`src/hw/rtl/vae_pkg.sv`:
```
`timescale 1ns / 1ps

package vae_pkg;

  // Element and accumulator geometry.
  localparam int ELEM_WIDTH = 16;
  localparam int SUM_WIDTH  = ELEM_WIDTH + 1;
  localparam int PROD_WIDTH = 2 * SUM_WIDTH;
  localparam int ACC_WIDTH  = 48;

  // Square root geometry: one result bit per iteration.
  localparam int ROOT_WIDTH = ACC_WIDTH / 2;
  localparam int REM_WIDTH  = ROOT_WIDTH + 2;
  localparam int CNT_WIDTH  = $clog2(ROOT_WIDTH + 1);

  // Stream packing.
  localparam int OP_WIDTH       = 3;
  localparam int IN_DATA_WIDTH  = ((2 * ELEM_WIDTH + 2 + 7) / 8) * 8;
  localparam int OUT_DATA_WIDTH = ((ACC_WIDTH + 7) / 8) * 8;

  // Request types.
  localparam logic [OP_WIDTH-1:0] OP_ADD  = 3'd0;
  localparam logic [OP_WIDTH-1:0] OP_SUB  = 3'd1;
  localparam logic [OP_WIDTH-1:0] OP_DOT  = 3'd2;
  localparam logic [OP_WIDTH-1:0] OP_NORM = 3'd3;
  localparam logic [OP_WIDTH-1:0] OP_DIST = 3'd4;

  // Result kinds.
  localparam logic KIND_ELEM   = 1'b0;
  localparam logic KIND_SCALAR = 1'b1;

  // Sequencer controls for the shared arithmetic unit.
  typedef struct packed {
    logic [OP_WIDTH-1:0] op;
    logic                load_prod;
    logic                acc_en;
    logic                acc_clr;
  } alu_ctrl_t;

  // Square root unit status.
  typedef struct packed {
    logic busy;
    logic done;
  } sqrt_stat_t;

endpackage

```
`src/hw/rtl/vae_alu.sv`:
```
`timescale 1ns / 1ps

module vae_alu
  import vae_pkg::*;
(
  input  logic                        clk,
  input  logic                        rst,
  input  alu_ctrl_t                   ctrl,
  input  logic signed [ELEM_WIDTH-1:0] elem_a,
  input  logic signed [ELEM_WIDTH-1:0] elem_b,
  output logic signed [SUM_WIDTH-1:0]  elem_res,
  output logic signed [ACC_WIDTH-1:0]  acc_next
);

  logic signed [SUM_WIDTH-1:0]  ext_a;
  logic signed [SUM_WIDTH-1:0]  ext_b;
  logic signed [SUM_WIDTH-1:0]  mul_x;
  logic signed [SUM_WIDTH-1:0]  mul_y;
  logic signed [PROD_WIDTH-1:0] mul_out;
  logic signed [PROD_WIDTH-1:0] prod;
  logic signed [ACC_WIDTH-1:0]  acc;
  logic signed [ACC_WIDTH:0]    acc_wide;
  logic signed [ACC_WIDTH:0]    prod_wide;
  logic signed [ACC_WIDTH:0]    sum_wide;

  // Shared element adder: sum for add, difference for sub and distance.
  assign ext_a    = {elem_a[ELEM_WIDTH-1], elem_a};
  assign ext_b    = {elem_b[ELEM_WIDTH-1], elem_b};
  assign elem_res = (ctrl.op == OP_ADD) ? ext_a + ext_b : ext_a - ext_b;

  // Multiplier operands: a*b, a*a, or the difference squared.
  always_comb begin
    case (ctrl.op)
      OP_DOT: begin
        mul_x = ext_a;
        mul_y = ext_b;
      end
      OP_NORM: begin
        mul_x = ext_a;
        mul_y = ext_a;
      end
      default: begin
        mul_x = elem_res;
        mul_y = elem_res;
      end
    endcase
  end

  assign mul_out = mul_x * mul_y;

  // Product register in front of the accumulator adder.
  always_ff @(posedge clk) begin
    if (ctrl.load_prod) begin
      prod <= mul_out;
    end
  end

  // Saturating accumulate.
  assign acc_wide  = {acc[ACC_WIDTH-1], acc};
  assign prod_wide = {{(ACC_WIDTH + 1 - PROD_WIDTH){prod[PROD_WIDTH-1]}}, prod};
  assign sum_wide  = acc_wide + prod_wide;

  always_comb begin
    if (sum_wide[ACC_WIDTH] != sum_wide[ACC_WIDTH-1]) begin
      acc_next = sum_wide[ACC_WIDTH] ? {1'b1, {(ACC_WIDTH-1){1'b0}}}
                                     : {1'b0, {(ACC_WIDTH-1){1'b1}}};
    end else begin
      acc_next = sum_wide[ACC_WIDTH-1:0];
    end
  end

  always_ff @(posedge clk) begin
    if (rst) begin
      acc <= '0;
    end else if (ctrl.acc_clr) begin
      acc <= '0;
    end else if (ctrl.acc_en) begin
      acc <= acc_next;
    end
  end

endmodule

```
`src/hw/rtl/vae_sqrt.sv`:
```
`timescale 1ns / 1ps

module vae_sqrt
  import vae_pkg::*;
(
  input  logic                  clk,
  input  logic                  rst,
  input  logic                  start,
  input  logic [ACC_WIDTH-1:0]  operand,
  output sqrt_stat_t            stat,
  output logic [ROOT_WIDTH-1:0] root
);

  logic [ACC_WIDTH-1:0] src;
  logic [REM_WIDTH-1:0] rem;
  logic [REM_WIDTH-1:0] rem_sh;
  logic [REM_WIDTH-1:0] trial;
  logic                 fits;
  logic [CNT_WIDTH-1:0] cnt;
  logic                 busy;
  logic                 done;

  // One compare and subtract per iteration, two operand bits consumed.
  assign rem_sh = {rem[REM_WIDTH-3:0], src[ACC_WIDTH-1 -: 2]};
  assign trial  = {root, 2'b01};
  assign fits   = (rem_sh >= trial);

  always_ff @(posedge clk) begin
    if (start) begin
      src  <= operand;
      rem  <= '0;
      root <= '0;
    end else if (busy) begin
      src  <= {src[ACC_WIDTH-3:0], 2'b00};
      rem  <= fits ? rem_sh - trial : rem_sh;
      root <= {root[ROOT_WIDTH-2:0], fits};
    end
  end

  // Iteration counter and status.
  always_ff @(posedge clk) begin
    if (rst) begin
      busy <= 1'b0;
      done <= 1'b0;
      cnt  <= '0;
    end else begin
      done <= 1'b0;
      if (start) begin
        busy <= 1'b1;
        cnt  <= CNT_WIDTH'(ROOT_WIDTH);
      end else if (busy) begin
        cnt <= cnt - 1'b1;
        if (cnt == CNT_WIDTH'(1)) begin
          busy <= 1'b0;
          done <= 1'b1;
        end
      end
    end
  end

  assign stat.busy = busy;
  assign stat.done = done;

endmodule

```
`src/hw/rtl/vector_arith_engine.sv`:
```
`timescale 1ns / 1ps
// Channel  Dir  Signals                               Contents
// s_*      in   tvalid tready tdata tuser tlast       element pair request
// m_*      out  tvalid tready tdata tuser tlast       element or scalar result
//
// One request at a time. Add and sub pass through the execute and output states;
// every pair before the last passes through execute and accumulate, and a last
// dot pair adds the output state. A last norm or distance pair waits in the root
// state for the bit-serial square root with its single compare-subtract unit.
// Reset (rst, synchronous) clears the sequencer, accumulator and output valid.
// A stalled m_tready holds the result; a new request is still taken while
// that result waits, and is held back only when it has its own result ready.

module vector_arith_engine
  import vae_pkg::*;
(
  input  logic                      clk,
  input  logic                      rst,
  input  logic                      s_tvalid,
  output logic                      s_tready,
  // elem_a [15:0], elem_b [31:16], a_present [32], b_present [33], zeros
  input  logic [IN_DATA_WIDTH-1:0]  s_tdata,
  // req_type [2:0]
  input  logic [OP_WIDTH-1:0]       s_tuser,
  input  logic                      s_tlast,
  output logic                      m_tvalid,
  input  logic                      m_tready,
  // result_value [47:0]
  output logic [OUT_DATA_WIDTH-1:0] m_tdata,
  // result_kind [0]
  output logic [0:0]                m_tuser,
  output logic                      m_tlast
);

  localparam logic [2:0] ST_IDLE = 3'd0;
  localparam logic [2:0] ST_EXEC = 3'd1;
  localparam logic [2:0] ST_ACC  = 3'd2;
  localparam logic [2:0] ST_ROOT = 3'd3;
  localparam logic [2:0] ST_OUT  = 3'd4;

  logic [2:0]                   state;
  logic [2:0]                   state_next;
  logic [OP_WIDTH-1:0]          op;
  logic signed [ELEM_WIDTH-1:0] elem_a;
  logic signed [ELEM_WIDTH-1:0] elem_b;
  logic                         last;
  logic [ACC_WIDTH-1:0]         res_value;
  logic                         res_kind;
  logic                         res_last;
  logic                         res_load;
  logic [ACC_WIDTH-1:0]         res_value_next;
  logic                         res_kind_next;
  logic                         res_last_next;
  alu_ctrl_t                    ctrl;
  logic signed [SUM_WIDTH-1:0]  elem_res;
  logic signed [ACC_WIDTH-1:0]  acc_next;
  logic                         sqrt_start;
  logic [ACC_WIDTH-1:0]         sqrt_operand;
  sqrt_stat_t                   stat;
  logic [ROOT_WIDTH-1:0]        root;
  logic                         accept;
  logic                         out_free;

  assign s_tready = (state == ST_IDLE);
  assign accept   = s_tvalid && s_tready;
  assign out_free = !m_tvalid || m_tready;

  // Request capture; a missing element reads as zero.
  always_ff @(posedge clk) begin
    if (accept) begin
      op     <= s_tuser;
      elem_a <= s_tdata[2*ELEM_WIDTH] ? s_tdata[ELEM_WIDTH-1:0] : '0;
      elem_b <= s_tdata[2*ELEM_WIDTH+1] ? s_tdata[2*ELEM_WIDTH-1:ELEM_WIDTH] : '0;
      last   <= s_tlast;
    end
  end

  // Sequencer.
  always_comb begin
    state_next     = state;
    ctrl.op        = op;
    ctrl.load_prod = 1'b0;
    ctrl.acc_en    = 1'b0;
    ctrl.acc_clr   = 1'b0;
    sqrt_start     = 1'b0;
    sqrt_operand   = acc_next[ACC_WIDTH-1] ? '0 : acc_next;
    res_load       = 1'b0;
    res_value_next = {{(ACC_WIDTH-SUM_WIDTH){elem_res[SUM_WIDTH-1]}}, elem_res};
    res_kind_next  = KIND_ELEM;
    res_last_next  = last;
    case (state)
      ST_IDLE: begin
        if (accept && s_tuser <= OP_DIST) begin
          state_next = ST_EXEC;
        end
      end
      ST_EXEC: begin
        if (op == OP_ADD || op == OP_SUB) begin
          res_load     = 1'b1;
          ctrl.acc_clr = last;
          state_next   = ST_OUT;
        end else begin
          ctrl.load_prod = 1'b1;
          state_next     = ST_ACC;
        end
      end
      ST_ACC: begin
        if (!last) begin
          ctrl.acc_en = 1'b1;
          state_next  = ST_IDLE;
        end else if (op == OP_DOT) begin
          res_load       = 1'b1;
          res_value_next = acc_next;
          res_kind_next  = KIND_SCALAR;
          res_last_next  = 1'b1;
          ctrl.acc_clr   = 1'b1;
          state_next     = ST_OUT;
        end else begin
          sqrt_start   = 1'b1;
          ctrl.acc_clr = 1'b1;
          state_next   = ST_ROOT;
        end
      end
      ST_ROOT: begin
        if (stat.done) begin
          res_load       = 1'b1;
          res_value_next = {{(ACC_WIDTH-ROOT_WIDTH){1'b0}}, root};
          res_kind_next  = KIND_SCALAR;
          res_last_next  = 1'b1;
          state_next     = ST_OUT;
        end
      end
      ST_OUT: begin
        if (out_free) begin
          state_next = ST_IDLE;
        end
      end
      default: begin
        state_next = ST_IDLE;
      end
    endcase
  end

  always_ff @(posedge clk) begin
    if (rst) begin
      state <= ST_IDLE;
    end else begin
      state <= state_next;
    end
  end

  // Pending result.
  always_ff @(posedge clk) begin
    if (res_load) begin
      res_value <= res_value_next;
      res_kind  <= res_kind_next;
      res_last  <= res_last_next;
    end
  end

  // Output register.
  always_ff @(posedge clk) begin
    if (rst) begin
      m_tvalid <= 1'b0;
    end else if (state == ST_OUT && out_free) begin
      m_tvalid <= 1'b1;
    end else if (m_tready) begin
      m_tvalid <= 1'b0;
    end
  end

  always_ff @(posedge clk) begin
    if (state == ST_OUT && out_free) begin
      m_tdata    <= OUT_DATA_WIDTH'(res_value);
      m_tuser[0] <= res_kind;
      m_tlast    <= res_last;
    end
  end

  vae_alu u_alu (
    .clk      (clk),
    .rst      (rst),
    .ctrl     (ctrl),
    .elem_a   (elem_a),
    .elem_b   (elem_b),
    .elem_res (elem_res),
    .acc_next (acc_next)
  );

  vae_sqrt u_sqrt (
    .clk     (clk),
    .rst     (rst),
    .start   (sqrt_start),
    .operand (sqrt_operand),
    .stat    (stat),
    .root    (root)
  );

  // The root unit runs only while the sequencer waits for it.
  a_sqrt_busy_in_root: assert property (@(posedge clk) disable iff (rst)
    stat.busy |-> state == ST_ROOT)
    else $error("square root unit busy outside the root state");

  a_sqrt_done_in_root: assert property (@(posedge clk) disable iff (rst)
    stat.done |-> state == ST_ROOT)
    else $error("square root finished outside the root state");

  a_out_handoff: assert property (@(posedge clk) disable iff (rst)
    (state == ST_OUT && out_free) |=> (m_tvalid && state == ST_IDLE))
    else $error("result handoff did not present the result and return to idle");

  a_ignored_request: assert property (@(posedge clk) disable iff (rst)
    (accept && s_tuser > OP_DIST) |=> state == ST_IDLE)
    else $error("unknown request type started work");

endmodule

```
`config.mk`:
```
export PLATFORM = sky130hd
export DESIGN_NAME = vector_arith_engine
export DESIGN_NICKNAME = d
export VERILOG_FILES = /design/src/hw/rtl/vae_pkg.sv /design/src/hw/rtl/vae_alu.sv /design/src/hw/rtl/vae_sqrt.sv /design/src/hw/rtl/vector_arith_engine.sv
export SDC_FILE = /design/constraint.sdc
export NUM_CORES = 2
export LEC_CHECK = 0
export BUFFER_PORTS_ARGS = -buffer_cell sky130_fd_sc_hd__buf_2
export CORE_MARGIN = 8
export CORE_UTILIZATION = 40
export CTS_CLUSTER_DIAMETER = 80
export CTS_CLUSTER_SIZE = 16
export DETAILED_ROUTE_END_ITERATION = 12
export GPL_TIMING_DRIVEN = 0
export PLACE_DENSITY = 0.62
export RECOVER_POWER = 25
export SYNTH_ARGS = -nofsm -noshare
export SYNTH_HDL_FRONTEND = slang
export SYNTH_SLANG_ARGS = --single-unit
```
`constraint.sdc`:
```
create_clock -name clk -period 20.7 [get_ports clk]
set_clock_uncertainty 0.15 [all_clocks]
set_input_delay 3.105 -clock clk [delete_from_list [all_inputs] [get_ports clk]]
set_output_delay 3.105 -clock clk [all_outputs]
set_load 0.005 [all_outputs]
```
* Word level (Yosys, flattened, before mapping)
Index checks and enable logic that the tools add are counted.
** Storage, ports and cells
- Register bits :: 325
** Cells by class
- Equality and inequality tests :: 12
- Add/sub/neg operators :: 5
- $lt $le $gt $ge :: 2
- Bitwise gates (word level) :: 1
- $mul :: 1
- Reduce and logical (&&, ||, !) cells :: 15
- Multiplexer cells :: 46
** Operators with widths (number)
- two-way mux 48 bit :: 7
- case mux 48 bit (2 select lines) :: 1
- adder 48 x 34 -> 49 bit :: 1
- two-way mux 47 bit :: 1
- multiplier 17 x 17 -> 34 bit :: 1
- two-way mux 17 bit :: 2
- case mux 17 bit (2 select lines) :: 1
- >= comparator 26 bit :: 1
- two-way mux 24 bit :: 1
- subtractor 24 bit :: 1
- two-way mux 1 bit :: 20
- two-way mux 3 bit :: 6
- adder 16 x 16 -> 17 bit :: 1
- subtractor 16 x 16 -> 17 bit :: 1
- case mux 3 bit (5 select lines) :: 1
- equality test 3 x 2 -> 1 bit, second input constant :: 4
- two-way mux 5 bit :: 2
- equality test 3 x 1 -> 1 bit, second input constant :: 2
- zero test 3 bit :: 2
- case mux 1 bit (2 select lines) :: 3
- OR reduction 2 bit :: 3
- equality test 5 x 1 -> 1 bit, second input constant :: 1
- subtractor 5 x 1 -> 5 bit, second input constant :: 1
- inequality test 2 x 1 -> 1 bit, second input constant :: 2
- other kinds (12) :: 16

* Longest topological paths before layout
- Depth after elaboration :: 6
- Mapped depth :: 40
- Mapped depth without buffers :: 39

* Modules after synthesis
Synthesis repeated with hierarchy kept, for this count alone.
** Second synthesis, totals
- Cells, all modules :: 3126
- Area total of the unflattened synthesis :: 29927.5 sq um
** Modules (own cells, without submodules)
- vae_alu :: cells each 2212, area each 18524.0 sq um, instances 1
- vae_sqrt :: cells each 575, area each 5826.8 sq um, instances 1
- vector_arith_engine :: cells each 339, area each 5576.6 sq um, instances 1

* Worst setup path before layout
OpenSTA, ideal clock, no wires.
- Kind :: reg-to-reg
- Start :: register elem_b[5]
- End :: register u_alu.prod[33], data pin
- Setup time :: 0.260 ns
- Required time :: 20.290 ns
- Arrival time :: 8.651 ns
- Stages on the path, launching flop included :: 34
- Path slack :: 11.639 ns
- Clock period less this slack :: 9.061 ns
- Path through :: edfxtp_1 > or4_4 > nor4_4 > nand2b_1 > o21ai_0 > xnor2_1 > ha_1 > o21ai_0 > nand2b_1 > nand2_1 > o22ai_1 > a41oi_1 > o21ai_0 > xnor2_1 > mux2_4 > buf_6 > nand2_4 > fa_1 > inv_1 > fa_1 > inv_1 > fa_1 > fa_1 > fa_1 > fa_1 > inv_1 > ha_1 > a21o_1 > a211oi_1 > o31ai_1 > a211o_1 > a211o_1 > a21oi_1 > xnor2_1
** On the way
- Longest elaborated chain between the ends :: 4
** RTL lines
- start: declaration :: RTL line vector_arith_engine.sv:45 : logic signed [ELEM_WIDTH-1:0] elem_b;
- start signal: assignment :: RTL line vector_arith_engine.sv:73 : elem_b <= s_tdata[2*ELEM_WIDTH+1] ? s_tdata[2*ELEM_WIDTH-1:ELEM_WIDTH] : '0;
- subtractor 16 x 16 -> 17 bit or adder 16 x 16 -> 17 bit (tied branches) :: RTL line vae_alu.sv:29 : assign elem_res = (ctrl.op == OP_ADD) ? ext_a + ext_b : ext_a - ext_b;
- two-way mux 17 bit :: RTL line vae_alu.sv:29
- case mux 17 bit (2 select lines) or two-way mux 17 bit (tied branches) :: RTL line vae_alu.sv:33 : case (ctrl.op)
- multiplier 17 x 17 -> 34 bit * :: RTL line vae_alu.sv:49 : assign mul_out = mul_x * mul_y;
- via u_alu.mul_out[33] :: RTL line vae_alu.sv:19 : logic signed [PROD_WIDTH-1:0] mul_out;
- end signal: assignment :: RTL line vae_alu.sv:54 : prod <= mul_out;
- end: declaration :: RTL line vae_alu.sv:20 : logic signed [PROD_WIDTH-1:0] prod;
The timed path passes the listed nets; every way through them passes the cells marked *.
A chain may end at the register's enable or synchronous reset.

* Final worst setup path
- Start :: register op[0]
- End :: register u_alu.prod[33], data pin
** On the way
- Longest elaborated chain between the ends :: 4
** RTL lines
- start: declaration :: RTL line vector_arith_engine.sv:43 : logic [OP_WIDTH-1:0] op;
- start signal: assignment :: RTL line vector_arith_engine.sv:71 : op <= s_tuser;
- zero test 3 bit or equality test 3 x 2 -> 1 bit (tied branches) :: RTL line vae_alu.sv:29, vae_alu.sv:33
- two-way mux 17 bit or OR reduction 2 bit (tied branches)
- case mux 17 bit (2 select lines) or two-way mux 17 bit (tied branches) :: RTL line vae_alu.sv:33
- multiplier 17 x 17 -> 34 bit * :: RTL line vae_alu.sv:49
- via u_alu.mul_out[33] :: RTL line vae_alu.sv:19
Marked as above.

==> results.json <==
{
  "syn_area_um2": 28600,
  "cts_setup_buffers": 0,
  "maxSlewHeadroom_pct": 17.5,
  "nFillCells": 7154,
  "gp_congestion": 0.956,
  "synth_xor_area_share_pct": 3.89,
  "critPathTopFamily": "adder cells",
  "synth_area_per_cell_um2": 9.46,
  "ioPinCount": 100,
  "synth_edf_count": 218,
  "slowest_delay_ns": 0.99,
  "maxCapViolCount": 0,
  "core_um2": 71100,
  "arrival_ns": 11.43,
  "dp_hpwl_um": 64500,
  "rr_worst_depth": 33,
  "path_clk_slew_ns": 0.07,
  "muxShareOfSynthArea_pct": 1.82,
  "setup_viol": 0,
  "grt_start_max_net_pins": 52,
  "drc": 0,
  "h-tree-depth": 1,
  "worstSetupPathType": "register to register",
  "r2r-end": "u_alu.prod[33]",
  "end_kind": "register",
  "synth_top_family_by_area": "adder cells",
  "cts_tree": "built",
  "path_max_fanout": 10,
  "drive_gt1_share_pct": 6.62,
  "final_nets": 3679,
  "synth-main-ff-cell": "edfxtp_1",
  "grt_pass1_vias": 22000,
  "path_common_cell": "fa_1",
  "clk_latency_ns": 0.57,
  "wl_per_cell_um": 19.1,
  "initial_core_util_pct": 40.2,
  "reg2reg_slack_ns": 9.40,
  "grt_pass1_wl_um": 125000,
  "port_buffers": 93,
  "syn2layout_area_growth_pct": 9.00,
  "cts_sinks": 325,
  "hold_viol_final": 0,
  "cts_repair_resize_count": 0,
  "syn_inst": 3021,
  "hold_buffers": 0,
  "synth-simple-area-share_pct": 13.5,
  "yosys_warnings": 0,
  "grt_overflow_total": 0,
  "grt_util_all_layers_pct": 19.2,
  "critical_path_required_ns": 20.83,
  "tns_ns": 0,
  "slew_violations": 0,
  "syn_nets": 3547,
  "yosysUniqueCellTypes": 95,
  "seq_area_frac_synth_pct": 30.4,
  "core.rowCount": 98,
  "drt_iter0_markers": 1750,
  "postRouteAntennaNets": 0,
  "antenna_found_initial": 1,
  "critical_path_buf_inv_count": 6,
  "fin_crit_sh_pct": 54.6,
  "synth-compound-area-share_pct": 14.3,
  "synth_seq_cells": 325,
  "via_per_inst": 5.28,
  "cts_buffers": 27,
  "floorplan.die_area_um2": 80300,
  "cp_slowest_cell": "xnor2_1",
  "r2r_start": "op[0]",
  "fmax_ghz": 0.0885,
  "vias": 21800,
  "whs_path_depth": 0,
  "finalWirelength_um": 78700,
  "hold_class": "register to register",
  "outcome": "complete, no violations",
  "cts_root_buf": "clkbuf_16",
  "fp.dieH_um": 283,
  "cp-start-kind": "register",
  "period_minus_slack_ns": 11.30,
  "synth_fa_ha_area_share_pct": 28.8,
  "worst_pin_slew_ns": 1.24,
  "hold_start": "res_value[0]",
  "async_flop_share_pct": 0,
  "drt_first_pass_iters": 6,
  "path_depth": 33,
  "die_w_um": 283,
  "holdPathEnd": "m_tdata[0]",
  "clk_path_buf_depth": 3,
  "rsz0062_at_grt": "no"
}
routing by layer:
layer  global-route usage [%]  vias up  wire length, um
met3                     2.55      137             4780
met5                        0        -               13
met2                     32.4      618            36700
met4                     5.62        2             2500
li1                         -    10400                -
met1                     25.8    10700            34700
flip-flops by register name (all words and copies together), names as in the netlist:
name         flops
u_sqrt.src      48
u_sqrt.rem      24
state            3
m_tuser          1
u_sqrt.cnt       5
m_tdata         48
u_alu.acc       48
op               3
res_value       48
res_kind         1
u_sqrt.done      1
u_sqrt.root     24
m_tlast          1
elem_b          16
last             1
elem_a          16
m_tvalid         1
u_sqrt.busy      1
res_last         1
u_alu.prod      34
synthesized netlist by cell type (all sizes together) (22+ instances only):
cell type / n / area (um2)
edfxtp: 218 / 6550
nor2: 277 / 1050
xnor2: 94 / 823
buf: 23 / 129
clkbuf: 93 / 370
o21ai: 190 / 955
a21o: 58 / 437
a211oi: 30 / 243
ha: 180 / 2250
inv: 425 / 1600
mux2i: 46 / 460
nand2: 332 / 1270
a21oi: 193 / 1000
o21a: 22 / 165
xor2: 33 / 289
nor3: 42 / 215
fa: 298 / 5970
nor2b: 27 / 169
and2: 60 / 378
dfxtp: 107 / 2140
metrics by stage:
stage          cells  utilization (%)  hold slack, ns  area, um2  worst slack (ns)
5_1_grt         4122             43.8           0.274      31200              8.61
3_3_place_gp    4064             42.5           0.250      30200              9.42
2_1_floorplan   3021                -           0.250      28600             11.64
3_5_place_dp    4074             42.7           0.255      30400              9.56
4_1_cts         4122             43.9           0.268      31200              9.49
6_report        4123             43.8           0.269      31200              9.40
final cells by class:
| cell class | count | area, um2 | share of cell area [%] |
|---|---|---|---|
| multi-input combinational | 2153 | 17800 | 57.1 |
| sequential | 325 | 8690 | 27.9 |
| inverter | 427 | 1600 | 5.14 |
| tap | 950 | 1190 | 3.82 |
| clock buffer | 40 | 734 | 2.36 |
| timing repair buffer | 103 | 537 | 1.72 |
| buffer | 116 | 499 | 1.60 |
| clock inverter | 8 | 98.8 | 0.317 |
| antenna | 1 | 2.50 | 0.00803 |
worst max-delay path by stage:
stage	slack [ns]	end	startpoint
detailed placement	9.56	u_alu.prod[33]	op[0]
CTS	9.49	u_alu.prod[33]	op[0]
finish	9.40	u_alu.prod[33]	op[0]
global placement	9.42	m_tdata[28]	m_tready
floorplan	11.64	u_alu.prod[33]	elem_b[5]
global route	8.61	u_alu.prod[32]	op[0]
kinds of logic (layout without fill, tap and decap cells):
| kind of cell | count (synthesis) | count (layout) |
|---|---|---|
| flip-flops | 325 | 325 |
| AND/OR/NAND/NOR | 852 | 852 |
| XOR/XNOR | 127 | 127 |
| adder cells (fa/ha/maj) | 478 | 478 |
| buffers and inverters | 543 | 694 |
| AO/OA/AOI/OAI | 645 | 645 |
| other | 0 | 1 |
| multiplexers | 51 | 51 |
cells in the final DEF (no fill, tap or decap), types with 13 or more instances in the layout:
cell and n:
a211oi_1 28, a21o_1 57, a21oi_1 184, a22o_1 13, a22oi_1 14, and2_0 14
and2_1 44, buf_2 105, clkbuf_1 110, clkbuf_16 27, dfxtp_1 107, edfxtp_1 218
fa_1 298, ha_1 180, inv_1 425, mux2i_1 46, nand2_1 329, nand2b_1 15
nand3_1 21, nand4_1 18, nor2_1 275, nor2b_1 27, nor3_1 41, o211ai_1 13
o21a_1 22, o21ai_0 172, o21ai_1 17, o21bai_1 19, xnor2_1 94, xor2_1 33
Power is left out: the tool's default activity adds up to more than one toggle a clock period on the data nets, which glitch-free logic cannot reach.
